File: src/sv/rgt_pkg.sv
// ----------------------------------------------------------------------------
// rgt_pkg: shared types and constants for the RGB565 gradient tint
// Field layout, gradient constants, register indexes and the per-stage
// sideband record.
// ----------------------------------------------------------------------------
package rgt_pkg;

  localparam int COORD_BITS_DEF = 10;
  localparam int EDGE_W         = 11;
  localparam int MASK_W         = 3;
  localparam int PIX_W          = 16;
  localparam int CFG_IDX_W      = 2;

  // register indexes on the config port
  localparam logic [CFG_IDX_W-1:0] REG_RIGHT_EDGE  = 2'd0;
  localparam logic [CFG_IDX_W-1:0] REG_BOTTOM_EDGE = 2'd1;
  localparam logic [CFG_IDX_W-1:0] REG_TINT_MASK   = 2'd2;

  localparam logic [EDGE_W-1:0] RIGHT_EDGE_RST  = 11'd320;
  localparam logic [EDGE_W-1:0] BOTTOM_EDGE_RST = 11'd240;
  localparam logic [MASK_W-1:0] TINT_MASK_RST   = 3'd6;

  // tint mask bits
  localparam int MASK_RED = 0;
  localparam int MASK_GRN = 1;
  localparam int MASK_BLU = 2;

  // RGB565 layout
  localparam logic [PIX_W-1:0] WHITE_PIX = 16'hFFFF;
  localparam logic [PIX_W-1:0] RED_FIELD = 16'hF800;
  localparam logic [PIX_W-1:0] GRN_FIELD = 16'h07E0;
  localparam logic [PIX_W-1:0] BLU_FIELD = 16'h001F;
  localparam int RED_SHIFT = 11;
  localparam int GRN_SHIFT = 5;

  // gradient constants
  localparam logic [5:0] RED_COL_K = 6'd12;
  localparam logic [5:0] RED_ROW_K = 6'd19;
  localparam logic [5:0] RED_BIAS  = 6'd19;
  localparam logic [5:0] GRN_COL_K = 6'd63;
  localparam logic [5:0] BLU_ROW_K = 6'd31;

  localparam logic [4:0] RED_MAX = 5'd31;
  localparam logic [5:0] GRN_MAX = 6'd63;
  localparam logic [4:0] BLU_MAX = 5'd31;

  typedef struct packed {
    logic [PIX_W-1:0]  pixel;
    logic [MASK_W-1:0] mask;
    logic              white;
  } side_t;

endpackage

File: src/sv/rgb565_gradient_tint.sv
// ----------------------------------------------------------------------------
// rgb565_gradient_tint: per-pixel gradient tint of an RGB565 stream
// Adds column/row gradient terms to the enabled channels, saturates and
// repacks; a white pixel passes through untouched.
// ----------------------------------------------------------------------------
// Usage: one pixel item per clock is accepted with its column and row while
// in_ready_o is high, and one result item comes out per pixel, in order. One
// stage forms the constant products, then a restoring divider retires one
// quotient bit per stage over COORD_BITS + 6 stages, then one stage adds,
// saturates and repacks. Throughput is one item per cycle while the output is
// not stalled; each stage has its own valid bit, so bubbles close up under
// output backpressure and the input keeps taking items until the pipe is
// truly full. Edge and mask registers may be written only while no item is
// in flight; an edge value of zero divides as one. Coordinate bits are taken
// modulo 2^COORD_BITS.
// ----------------------------------------------------------------------------
module rgb565_gradient_tint #(
  parameter int COORD_BITS = rgt_pkg::COORD_BITS_DEF
) (
  input  logic                          clk_i,
  input  logic                          rst_ni,
  // config write port
  input  logic                          cfg_we_i,
  input  logic [rgt_pkg::CFG_IDX_W-1:0] cfg_idx_i,
  input  logic [rgt_pkg::EDGE_W-1:0]    cfg_data_i,
  // pixel input
  input  logic                          in_valid_i,
  output logic                          in_ready_o,
  input  logic [rgt_pkg::PIX_W-1:0]     pixel_in_i,
  input  logic [COORD_BITS-1:0]         col_i,
  input  logic [COORD_BITS-1:0]         row_i,
  // pixel output
  output logic                          out_valid_o,
  input  logic                          out_ready_i,
  output logic [rgt_pkg::PIX_W-1:0]     pixel_out_o
);

  // quotient width covers 63 * (2^COORD_BITS - 1)
  localparam int DW = COORD_BITS + 6;
  localparam int EW = rgt_pkg::EDGE_W;

  // ---------------- config registers ----------------
  logic [EW-1:0]                 right_q, bottom_q;
  logic [rgt_pkg::MASK_W-1:0]    mask_q;

  always_ff @(posedge clk_i or negedge rst_ni) begin
    if (!rst_ni) begin
      right_q  <= rgt_pkg::RIGHT_EDGE_RST;
      bottom_q <= rgt_pkg::BOTTOM_EDGE_RST;
      mask_q   <= rgt_pkg::TINT_MASK_RST;
    end else if (cfg_we_i) begin
      case (cfg_idx_i)
        rgt_pkg::REG_RIGHT_EDGE:  right_q  <= cfg_data_i;
        rgt_pkg::REG_BOTTOM_EDGE: bottom_q <= cfg_data_i;
        rgt_pkg::REG_TINT_MASK:   mask_q   <= cfg_data_i[rgt_pkg::MASK_W-1:0];
        default: ;
      endcase
    end
  end

  // zero edge divides as one
  logic [EW-1:0] rdiv, bdiv;
  assign rdiv = (right_q  == '0) ? EW'(1) : right_q;
  assign bdiv = (bottom_q == '0) ? EW'(1) : bottom_q;

  // ---------------- pipeline control ----------------
  // stage 0: products; stages 1..DW: divider; then the output register.
  logic [DW:0]   valid_q;
  logic [DW+1:0] rdy;
  logic          out_valid_q;

  assign rdy[DW+1] = !out_valid_q || out_ready_i;
  for (genvar k = 0; k <= DW; k++) begin : g_rdy
    assign rdy[k] = !valid_q[k] || rdy[k+1];
  end

  assign in_ready_o = rdy[0];

  always_ff @(posedge clk_i or negedge rst_ni) begin
    if (!rst_ni) begin
      valid_q     <= '0;
      out_valid_q <= 1'b0;
    end else begin
      if (rdy[0]) valid_q[0] <= in_valid_i;
      for (int k = 1; k <= DW; k++) begin
        if (rdy[k]) valid_q[k] <= valid_q[k-1];
      end
      if (rdy[DW+1]) out_valid_q <= valid_q[DW];
    end
  end

  // ---------------- stage 0: constant products ----------------
  rgt_pkg::side_t side_q [DW+1];
  logic [DW-1:0]  p_rc_q, p_rr_q, p_gc_q, p_br_q;

  always_ff @(posedge clk_i) begin
    if (rdy[0]) begin
      p_rc_q <= DW'(col_i) * DW'(rgt_pkg::RED_COL_K);
      p_rr_q <= DW'(row_i) * DW'(rgt_pkg::RED_ROW_K);
      p_gc_q <= DW'(col_i) * DW'(rgt_pkg::GRN_COL_K);
      p_br_q <= DW'(row_i) * DW'(rgt_pkg::BLU_ROW_K);
      side_q[0].pixel <= pixel_in_i;
      side_q[0].mask  <= mask_q;
      side_q[0].white <= (pixel_in_i == rgt_pkg::WHITE_PIX);
    end
    for (int k = 1; k <= DW; k++) begin
      if (rdy[k]) side_q[k] <= side_q[k-1];
    end
  end

  // ---------------- stages 1..DW: dividers ----------------
  logic [DW-1:0] q_rc, q_rr, q_gc, q_br;

  rgt_divider #(.DIV_BITS(DW), .VSOR_BITS(EW)) u_div_rc (
    .clk_i, .en_i(rdy[DW:1]), .dividend_i(p_rc_q), .divisor_i(rdiv), .quotient_o(q_rc)
  );
  rgt_divider #(.DIV_BITS(DW), .VSOR_BITS(EW)) u_div_rr (
    .clk_i, .en_i(rdy[DW:1]), .dividend_i(p_rr_q), .divisor_i(bdiv), .quotient_o(q_rr)
  );
  rgt_divider #(.DIV_BITS(DW), .VSOR_BITS(EW)) u_div_gc (
    .clk_i, .en_i(rdy[DW:1]), .dividend_i(p_gc_q), .divisor_i(rdiv), .quotient_o(q_gc)
  );
  rgt_divider #(.DIV_BITS(DW), .VSOR_BITS(EW)) u_div_br (
    .clk_i, .en_i(rdy[DW:1]), .dividend_i(p_br_q), .divisor_i(bdiv), .quotient_o(q_br)
  );

  // ---------------- output stage: add, saturate, repack ----------------
  rgt_pkg::side_t          last;
  logic [DW:0]             red_plus, red_diff;
  logic [DW+1:0]           r_sum, g_sum, b_sum;
  logic [4:0]              r_o, b_o;
  logic [5:0]              g_o;
  logic [rgt_pkg::PIX_W-1:0] pix_d;
  logic [rgt_pkg::PIX_W-1:0] pixel_out_q;

  assign last = side_q[DW];

  always_comb begin
    red_plus = {1'b0, q_rc} + (DW+1)'(rgt_pkg::RED_BIAS);
    red_diff = red_plus - {1'b0, q_rr};
    r_sum = (DW+2)'((last.pixel & rgt_pkg::RED_FIELD) >> rgt_pkg::RED_SHIFT);
    g_sum = (DW+2)'((last.pixel & rgt_pkg::GRN_FIELD) >> rgt_pkg::GRN_SHIFT);
    b_sum = (DW+2)'(last.pixel & rgt_pkg::BLU_FIELD);
    // red term floors at zero: only added when the bias side wins
    if (last.mask[rgt_pkg::MASK_RED] && (red_plus > {1'b0, q_rr})) begin
      r_sum = r_sum + {1'b0, red_diff};
    end
    if (last.mask[rgt_pkg::MASK_GRN]) g_sum = g_sum + {2'b00, q_gc};
    if (last.mask[rgt_pkg::MASK_BLU]) b_sum = b_sum + {2'b00, q_br};
    r_o = (r_sum > (DW+2)'(rgt_pkg::RED_MAX)) ? rgt_pkg::RED_MAX : r_sum[4:0];
    g_o = (g_sum > (DW+2)'(rgt_pkg::GRN_MAX)) ? rgt_pkg::GRN_MAX : g_sum[5:0];
    b_o = (b_sum > (DW+2)'(rgt_pkg::BLU_MAX)) ? rgt_pkg::BLU_MAX : b_sum[4:0];
    pix_d = last.white ? last.pixel : {r_o, g_o, b_o};
  end

  always_ff @(posedge clk_i) begin
    if (rdy[DW+1]) pixel_out_q <= pix_d;
  end

  assign out_valid_o = out_valid_q;
  assign pixel_out_o = pixel_out_q;

endmodule

File: src/sv/rgt_divider.sv
// ----------------------------------------------------------------------------
// rgt_divider: pipelined restoring divider
// One quotient bit per stage, DIV_BITS stages. Each stage loads when its
// enable bit is high. The divisor must hold steady while items are in flight.
// ----------------------------------------------------------------------------
module rgt_divider #(
  parameter int DIV_BITS  = rgt_pkg::COORD_BITS_DEF + 6,
  parameter int VSOR_BITS = rgt_pkg::EDGE_W
) (
  input  logic                 clk_i,
  input  logic [DIV_BITS-1:0]  en_i,
  input  logic [DIV_BITS-1:0]  dividend_i,
  input  logic [VSOR_BITS-1:0] divisor_i,
  output logic [DIV_BITS-1:0]  quotient_o
);

  // dq holds the unconsumed dividend bits on top, quotient bits shifting in below
  logic [VSOR_BITS-1:0] rem_q [DIV_BITS];
  logic [DIV_BITS-1:0]  dq_q  [DIV_BITS];

  for (genvar j = 0; j < DIV_BITS; j++) begin : g_stage
    logic [VSOR_BITS-1:0] rem_in;
    logic [DIV_BITS-1:0]  dq_in;
    logic [VSOR_BITS:0]   trial;
    logic [VSOR_BITS:0]   diff;
    logic                 ge;
    logic [VSOR_BITS-1:0] rem_d;
    logic [DIV_BITS-1:0]  dq_d;

    if (j == 0) begin : g_first
      assign rem_in = '0;
      assign dq_in  = dividend_i;
    end else begin : g_next
      assign rem_in = rem_q[j-1];
      assign dq_in  = dq_q[j-1];
    end

    assign trial = {rem_in, dq_in[DIV_BITS-1]};
    assign diff  = trial - {1'b0, divisor_i};
    assign ge    = (trial >= {1'b0, divisor_i});
    assign rem_d = ge ? diff[VSOR_BITS-1:0] : trial[VSOR_BITS-1:0];
    assign dq_d  = {dq_in[DIV_BITS-2:0], ge};

    always_ff @(posedge clk_i) begin
      if (en_i[j]) begin
        rem_q[j] <= rem_d;
        dq_q[j]  <= dq_d;
      end
    end
  end

  assign quotient_o = dq_q[DIV_BITS-1];

endmodule
File: config.mk
export PLATFORM = sky130hd
export DESIGN_NAME = rgb565_gradient_tint
export DESIGN_NICKNAME = d
export VERILOG_FILES = /design/src/sv/rgt_pkg.sv /design/src/sv/rgb565_gradient_tint.sv /design/src/sv/rgt_divider.sv
export SDC_FILE = /design/constraint.sdc
export NUM_CORES = 2
export LEC_CHECK = 0
export BUFFER_PORTS_ARGS = -buffer_cell sky130_fd_sc_hd__buf_2
export CAP_MARGIN = 20
export CORE_MARGIN = 5
export CORE_UTILIZATION = 40
export DETAILED_ROUTE_END_ITERATION = 7
export PLACE_DENSITY = 0.53
export SLEW_MARGIN = 40
export SYNTH_ARGS = -nofsm -noshare
export SYNTH_HDL_FRONTEND = slang
export SYNTH_HIERARCHICAL = 1
export SYNTH_SLANG_ARGS = --single-unit
export TNS_END_PERCENT = 50
File: constraint.sdc
create_clock -name clk_i -period 12.75 [get_ports clk_i]
set_input_delay 1.9125 -clock clk_i [delete_from_list [all_inputs] [get_ports clk_i]]
set_output_delay 1.9125 -clock clk_i [all_outputs]
set_load 0.005 [all_outputs]
### Word-level counts from Yosys, hierarchy flattened

Memories as Yosys holds them, arrays and structs flattened.
Cells that the tools add are included.
Widths: inputs -> output; s select.

* add/subtract/negate cells: 68
* multiply operators: 4
* div/mod/pow operators: 0
* $lt $le $gt $ge: 67
* equality and inequality tests: 3
* shift-type cells: 0
* muxes and demuxes: 106
* bitwise logic cells: 0
* reduce and logical (&&, ||, !) cells: 43

Operator list (number)
* $ge 12x11->1: 60
* $mux 11: 65
* $sub 11x11->11: 60
* $gt 18x5->1 const B: 2
* $mux 1: 34
* $mux 17: 2
* $mul 10x5->15 const B: 2
* $ge 1x11->1 const A: 2
* $logic_not 11->1: 2
* $sub 1x11->11 const A: 2
* $add 5x17->18: 1
* $gt 18x6->1 const B: 1
* $logic_not 1->1: 18
* $logic_or 1x1->1: 18
* $mux 18: 1
* $add 16x5->17 const B: 1
* $add 5x16->17: 1
* $add 6x16->17: 1
* $gt 17x16->1: 1
* $sub 17x16->17: 1
* $eq 16x16->1 const B: 1
* $mul 10x6->16 const B: 1
* $mux 16: 1
* $mul 10x2->12 const B: 1
* other kinds (9): 12

* register bits: 117
* latch bits: 0
* RAM bits: 2068
* bits in read-only memories: 0
* output and inout port bits: 18
* word-level logic and storage cells: 326
* memories: 9

Memories
* side_q: words 17, bits a word 20, read ports 17, clocked after memory_dff 0, write ports 17, RTL line rgb565_gradient_tint.sv:93 `rgt_pkg::side_t side_q [DW+1];`
* u_div_br.dq_q: words 16, bits a word 16, read ports 16, clocked after memory_dff 0, write ports 16, RTL line rgt_divider.sv:19 `logic [DIV_BITS-1:0] dq_q [DIV_BITS];`
* u_div_gc.dq_q: words 16, bits a word 16, read ports 16, clocked after memory_dff 0, write ports 16, RTL line rgt_divider.sv:19
* u_div_rc.dq_q: words 16, bits a word 16, read ports 16, clocked after memory_dff 0, write ports 16, RTL line rgt_divider.sv:19
* u_div_rr.dq_q: words 16, bits a word 16, read ports 16, clocked after memory_dff 0, write ports 16, RTL line rgt_divider.sv:19
* u_div_br.rem_q: words 16, bits a word 11, read ports 15, clocked after memory_dff 0, write ports 16, RTL line rgt_divider.sv:18 `logic [VSOR_BITS-1:0] rem_q [DIV_BITS];`
* 3 more memories

### Longest topological paths before layout

* word-level depth: 21
* depth in mapped cells: 19

### Modules after synthesis

Netlist, hierarchy kept.

Modules (own cells, without submodules)
* rgt_divider at u_div_br ...: times used 2, cells each 1726, area each 22332.7 µm²
* rgt_divider at u_div_rr: times used 1, cells each 1794, area each 23002.1 µm²
* rgt_divider at u_div_gc: times used 1, cells each 1796, area each 22863.2 µm²
* rgb565_gradient_tint: times used 1, cells each 1313, area each 20039.2 µm²

### Worst setup path after synthesis

Ideal clock, no wire load.

* kind: input to register
* start point: input out_ready_i
* end point: memory side_q[0][20] (netlist name) (enable)
* library setup time: 1441 ps
* arrival time: 10358 ps
* setup slack: 950 ps
* stages on the path: 7
* path buffers: 0
* cell sequence: nor2b_1 > nand2_1 > nor2_1 > nand2_1 > nor2_1 > and3_1 > nand3_1

RTL lines
* start: declaration: RTL line rgb565_gradient_tint.sv:34 `input logic out_ready_i,`
* end: declaration: RTL line rgb565_gradient_tint.sv:93

### Worst setup path after layout

* start point: input out_ready_i
* end point: output in_ready_o

* longest elaborated chain between the ends: 18

Ends and longest elaborated chain
* $logic_or 1x1->1: RTL line rgb565_gradient_tint.sv:72 `assign rdy[DW+1] = !out_valid_q || out_ready_i;`
* $logic_or 1x1->1: RTL line rgb565_gradient_tint.sv:74 `assign rdy[k] = !valid_q[k] || rdy[k+1];`
* via rdy[16]: RTL line rgb565_gradient_tint.sv:69 `logic [DW+1:0] rdy;`
* $logic_or 1x1->1 (4 in series): RTL line rgb565_gradient_tint.sv:74
* via rdy[12]: RTL line rgb565_gradient_tint.sv:69
* $logic_or 1x1->1 (12 in series): RTL line rgb565_gradient_tint.sv:74
* end: declaration: RTL line rgb565_gradient_tint.sv:28 `output logic in_ready_o,`

The timed path passes the listed nets, and every way through them passes these cells.

==> run_summary.xml <==
<?xml version="1.0" encoding="UTF-8"?>
<metrics>
  <group name="worst_setup_path">
    <metric name="criticalPathCategory" unit="">in2out</metric>
    <metric name="rr_startpoint" unit="">out_valid_o$_DFFE_PN0P_</metric>
    <metric name="critical-path-max-stage-delay" unit="ns">0.72</metric>
    <metric name="worst_r2r_endpoint" unit="">p_br_q[2]$_DFFE_PP_</metric>
    <metric name="reg2regPathDepth" unit="">9</metric>
    <metric name="critical_path.cell_chain" unit="">buf_2, nor2b_1, nand2_4, nor2_1, nand2_8, nor2_1, and3_1, nand4_1, buf_2</metric>
    <metric name="cp_max_fo" unit="">61</metric>
    <metric name="arrival" unit="ns">6.18</metric>
    <metric name="path_buf_inv" unit="">2</metric>
    <metric name="worst_path_max_delay_cell" unit="">sky130_fd_sc_hd__nor2_1</metric>
    <metric name="critical_path_rt" unit="ns">10.84</metric>
    <metric name="end_kind" unit="">output pin</metric>
    <metric name="crit_path_start_kind" unit="">input pin</metric>
    <metric name="reg2reg_setup_slack" unit="ns">7.28</metric>
    <metric name="critical-path-top-delay-family" unit="">simple AND/OR/NAND/NOR gates</metric>
    <metric name="setup.worst_path.start" unit="">out_ready_i</metric>
  </group>
  <group name="global_routing">
    <metric name="grt_antenna_before_repair" unit="">2</metric>
    <metric name="via_count_of_the_first_global_routing_pass" unit="">66410</metric>
    <metric name="pin_count_of_the_biggest_net_entering_global_routing" unit="">129</metric>
    <metric name="first_pass_grt_wire_length" unit="mm">357.7</metric>
    <metric name="globalRouteTotalUtil" unit="">0.1536</metric>
    <metric name="grt_total_ovfl" unit="">0</metric>
  </group>
  <group name="power">
    <metric name="power_density" unit="nW/um^2">261.4</metric>
    <metric name="power.ir.vdd_worst" unit="mV">0.1483</metric>
    <metric name="p_leak" unit="nW">48.26</metric>
  </group>
  <group name="detailed_routing">
    <metric name="post_detailed_route_wirelength_per_cell" unit="um">17.85</metric>
    <metric name="final_antenna_net_count" unit="">0</metric>
    <metric name="route.vias.total" unit="">65220</metric>
    <metric name="route.detailed.vias_per_inst" unit="">5.225</metric>
    <metric name="detail_route.wirelength" unit="mm">222.8</metric>
    <metric name="drtPass1Iterations" unit="">6</metric>
    <metric name="initialDrtViolationCount" unit="">3568</metric>
    <metric name="post-route-drc-count" unit="">0</metric>
  </group>
  <group name="cts">
    <metric name="worst_setup_hold_path_clk_slew" unit="ns">0.06</metric>
    <metric name="cts_post_setup_buffers_inserted" unit="">0</metric>
    <metric name="tritoncts_num_sinks" unit="">2137</metric>
    <metric name="post_cts_resize_count" unit="">0</metric>
    <metric name="cts_hold_buffers" unit="">0</metric>
    <metric name="clock_tree_root_buffer_cell" unit="">sky130_fd_sc_hd__clkbuf_16</metric>
    <metric name="h-tree-depth" unit="">4</metric>
    <metric name="cts.path.max_buffers" unit="">3</metric>
    <metric name="tritoncts_clock_tree" unit="">yes</metric>
    <metric name="tritoncts.num_buffers" unit="">227</metric>
    <metric name="clk_latency_worst_skew_pair" unit="ns">0.86</metric>
  </group>
  <group name="sta">
    <metric name="max_freq" unit="MHz">123.6</metric>
    <metric name="fin_crit_sh" unit="">0.6344</metric>
    <metric name="tightestPinTransition" unit="ns">0.8513</metric>
    <metric name="final.setup_skew" unit="ns">0.04304</metric>
    <metric name="slew_viol_final" unit="">0</metric>
    <metric name="max-slew-margin-rel" unit="">0.4325</metric>
    <metric name="period_needed" unit="ns">8.089</metric>
    <metric name="timing_hold_violations_final" unit="">0</metric>
    <metric name="rsz0062_at_grt" unit="">false</metric>
    <metric name="setup_total_negative_slack" unit="ns">0</metric>
    <metric name="setup_violations" unit="">0</metric>
  </group>
  <group name="hold_path">
    <metric name="worstHoldPathCells" unit="">0</metric>
    <metric name="capture_endpoint_of_the_worst_hold_path" unit="">side_q[0][170]$_DFFE_PP_</metric>
    <metric name="timing.hold.worst.class" unit="">reg2reg</metric>
    <metric name="startpoint_of_the_most_critical_hold_path" unit="">side_q[0][150]$_DFFE_PP_</metric>
  </group>
  <group name="synthesis">
    <metric name="synthesis.area_per_instance" unit="um^2">13.23</metric>
    <metric name="yosysWarnings" unit="">6</metric>
    <metric name="synth_enable_flop_cells" unit="">2094</metric>
    <metric name="number_of_instances_in_the_synthesized_netlist" unit="">8355</metric>
    <metric name="ys_ff_latch" unit="">2137</metric>
    <metric name="synth_cell_type_count" unit="">99</metric>
    <metric name="synth_largest_area_cell" unit="">sky130_fd_sc_hd__edfxtp_1</metric>
    <metric name="synth.area.top_cells" unit="">sky130_fd_sc_hd__edfxtp_1, sky130_fd_sc_hd__ha_1, sky130_fd_sc_hd__mux2_2, sky130_fd_sc_hd__xnor2_1, sky130_fd_sc_hd__fa_1</metric>
    <metric name="synth_area" unit="um^2">110600</metric>
    <metric name="post-synth-top-area-fraction" unit="">0.5687</metric>
    <metric name="ys.flop_type" unit="">sky130_fd_sc_hd__edfxtp_1</metric>
    <metric name="sequential_area_share_after_synthesis" unit="">0.5785</metric>
    <metric name="synth_async_sr_flop_share" unit="">0.02012</metric>
  </group>
  <group name="status">
    <metric name="status" unit="">completed</metric>
  </group>
  <group name="layout">
    <metric name="post_route_cells_drive_above_1_share" unit="">0.1311</metric>
    <metric name="post-route-util" unit="">0.4465</metric>
    <metric name="final_cells" unit="">12480</metric>
    <metric name="areaGrowthSynthToFinish" unit="%">11.37</metric>
    <metric name="design.final.nets" unit="">9522</metric>
  </group>
  <group name="die">
    <metric name="fp.coreArea" unit="um^2">275800</metric>
    <metric name="top_level_ports" unit="">72</metric>
    <metric name="initial_utilization" unit="">0.4009</metric>
    <metric name="dieArea" unit="um^2">287000</metric>
    <metric name="die_x" unit="um">535.8</metric>
    <metric name="fp.dieH" unit="um">535.8</metric>
    <metric name="placement_rows" unit="">193</metric>
  </group>
  <group name="placement">
    <metric name="port_buffers" unit="">71</metric>
    <metric name="dp.cells" unit="">12050</metric>
    <metric name="dp.final_hpwl" unit="mm">162.5</metric>
    <metric name="gpl.final_weighted_congestion" unit="">0.8647</metric>
  </group>
  <group name="run">
    <metric name="maxCapViolations" unit="">0</metric>
  </group>
</metrics>
[where the power goes]
part / switching (W) / internal (W)
clock: 0.00276 / 0.00400
sequential: 0.000983 / 0.0110
combinational: 0.00733 / 0.00615
[state kept, by name, indices dropped and copies added, names as in the netlist, 17 cells and up]
| signal | cells |
|---|---|
| u_div_br/rem_q | 165 |
| u_div_rr/dq_q | 256 |
| u_div_rc/dq_q | 256 |
| u_div_rc/rem_q | 165 |
| side_q | 340 |
| u_div_rr/rem_q | 165 |
| u_div_gc/rem_q | 165 |
| u_div_br/dq_q | 256 |
| u_div_gc/dq_q | 256 |
| valid_q | 17 |
[stage by stage]
step / hold WS (ns) / instance area (um^2) / setup slack [ns] / total power [W]
final: 0.3990 / 123100 / 4.661 / 0.03219
after detailed placement: 0.4045 / 115300 / 4.534 / 0.02547
after global routing: 0.4065 / 123100 / 4.415 / 0.03457
after floorplan: 0.4003 / 110600 / 0.9505 / 0.02252
after global placement: 0.4004 / 115000 / 4.490 / 0.02510
after CTS: 0.3904 / 123100 / 4.548 / 0.03245
[routing by layer]
metal,global-route usage,up-vias,part of all wire
met5,0,-,0
met4,0.04485,0,0.025
met3,0.02138,366,0.033
met2,0.2481,1022,0.46
met1,0.2163,31360,0.49
li1,-,32470,-
[placed cells by master, fill, tap and decap left out, drive strengths merged, types with 39 or more instances in the layout]
cell,instances
buf,164
clkinv,84
nand2,260
a21o,65
clkbuf,274
edfxtp,2094
nand4,108
nand2b,171
mux2i,144
nand3b,41
a21boi,41
o211ai,85
and4,47
nand3,136
fa,115
nor2b,165
or3,69
xor2,41
a31oi,65
nor3,155
nor2,609
o21ai,360
a211oi,81
o2111ai,91
nor4,39
a21oi,454
inv,495
ha,777
o21a,198
or4,53
xnor2,294
mux2,482
[cells in the mapped netlist, types with 24 or more instances]
cell type / number
sky130_fd_sc_hd__o31ai_1: 32
sky130_fd_sc_hd__a31oi_1: 65
sky130_fd_sc_hd__nor3_1: 155
sky130_fd_sc_hd__dfrtp_1: 35
sky130_fd_sc_hd__and4_1: 47
sky130_fd_sc_hd__a21o_1: 63
sky130_fd_sc_hd__ha_1: 777
sky130_fd_sc_hd__o21a_1: 198
sky130_fd_sc_hd__mux2i_1: 144
sky130_fd_sc_hd__buf_4: 95
sky130_fd_sc_hd__o21ai_2: 27
sky130_fd_sc_hd__or3_1: 69
sky130_fd_sc_hd__a22oi_1: 24
sky130_fd_sc_hd__fa_1: 115
sky130_fd_sc_hd__nor4_1: 37
sky130_fd_sc_hd__nand2_1: 258
sky130_fd_sc_hd__o31a_1: 38
sky130_fd_sc_hd__nor2_1: 608
sky130_fd_sc_hd__xnor2_1: 294
sky130_fd_sc_hd__o2111ai_1: 91
sky130_fd_sc_hd__o21ai_0: 302
sky130_fd_sc_hd__nand3_1: 136
sky130_fd_sc_hd__mux2_2: 473
sky130_fd_sc_hd__a211oi_1: 77
sky130_fd_sc_hd__nand3b_1: 41
sky130_fd_sc_hd__xor2_1: 41
sky130_fd_sc_hd__inv_1: 479
sky130_fd_sc_hd__a21boi_0: 40
sky130_fd_sc_hd__or4_1: 52
sky130_fd_sc_hd__o211ai_1: 83
sky130_fd_sc_hd__nand4_1: 108
sky130_fd_sc_hd__nor2b_1: 163
sky130_fd_sc_hd__o21ai_1: 31
sky130_fd_sc_hd__a21oi_1: 446
sky130_fd_sc_hd__nand2b_1: 171
sky130_fd_sc_hd__o22ai_1: 31
sky130_fd_sc_hd__clkbuf_1: 36
sky130_fd_sc_hd__edfxtp_1: 2094
[how the worst max path moves through the flow]
| stage | endpoint | cells past startpoint |
|---|---|---|
| 2_1_floorplan | side_q[0][20]$_DFFE_PP_ | 7 |
| 3_3_place_gp | in_ready_o | 9 |
| 3_5_place_dp | in_ready_o | 9 |
| 4_1_cts | in_ready_o | 9 |
| 5_1_grt | in_ready_o | 9 |
| 6_report | in_ready_o | 9 |
[cell type report]
cell class,count,area [um^2]
inverter,480,1827
antenna,3,7.507
fill,24590,152600
sequential,2137,63970
multi-input combinational,5566,43830
clock inverter,153,1819
timing repair buffer,164,1069
tap,3705,4636
clock buffer,274,5992
[cell families after synthesis]
| family | after synthesis | synth area share |
|---|---|---|
| compound gates | 1764 | 0.1067 |
| xor+xnor | 335 | 0.02654 |
| fa+ha+maj | 892 | 0.1087 |
| buf+inv | 660 | 0.02684 |
| flops | 2137 | 0.5785 |
| mux | 626 | 0.06240 |
| other cells | 1 | 0.00003392 |
| simple gates | 1940 | 0.09027 |
No activity file was read; power rests on OpenSTA's default activity.
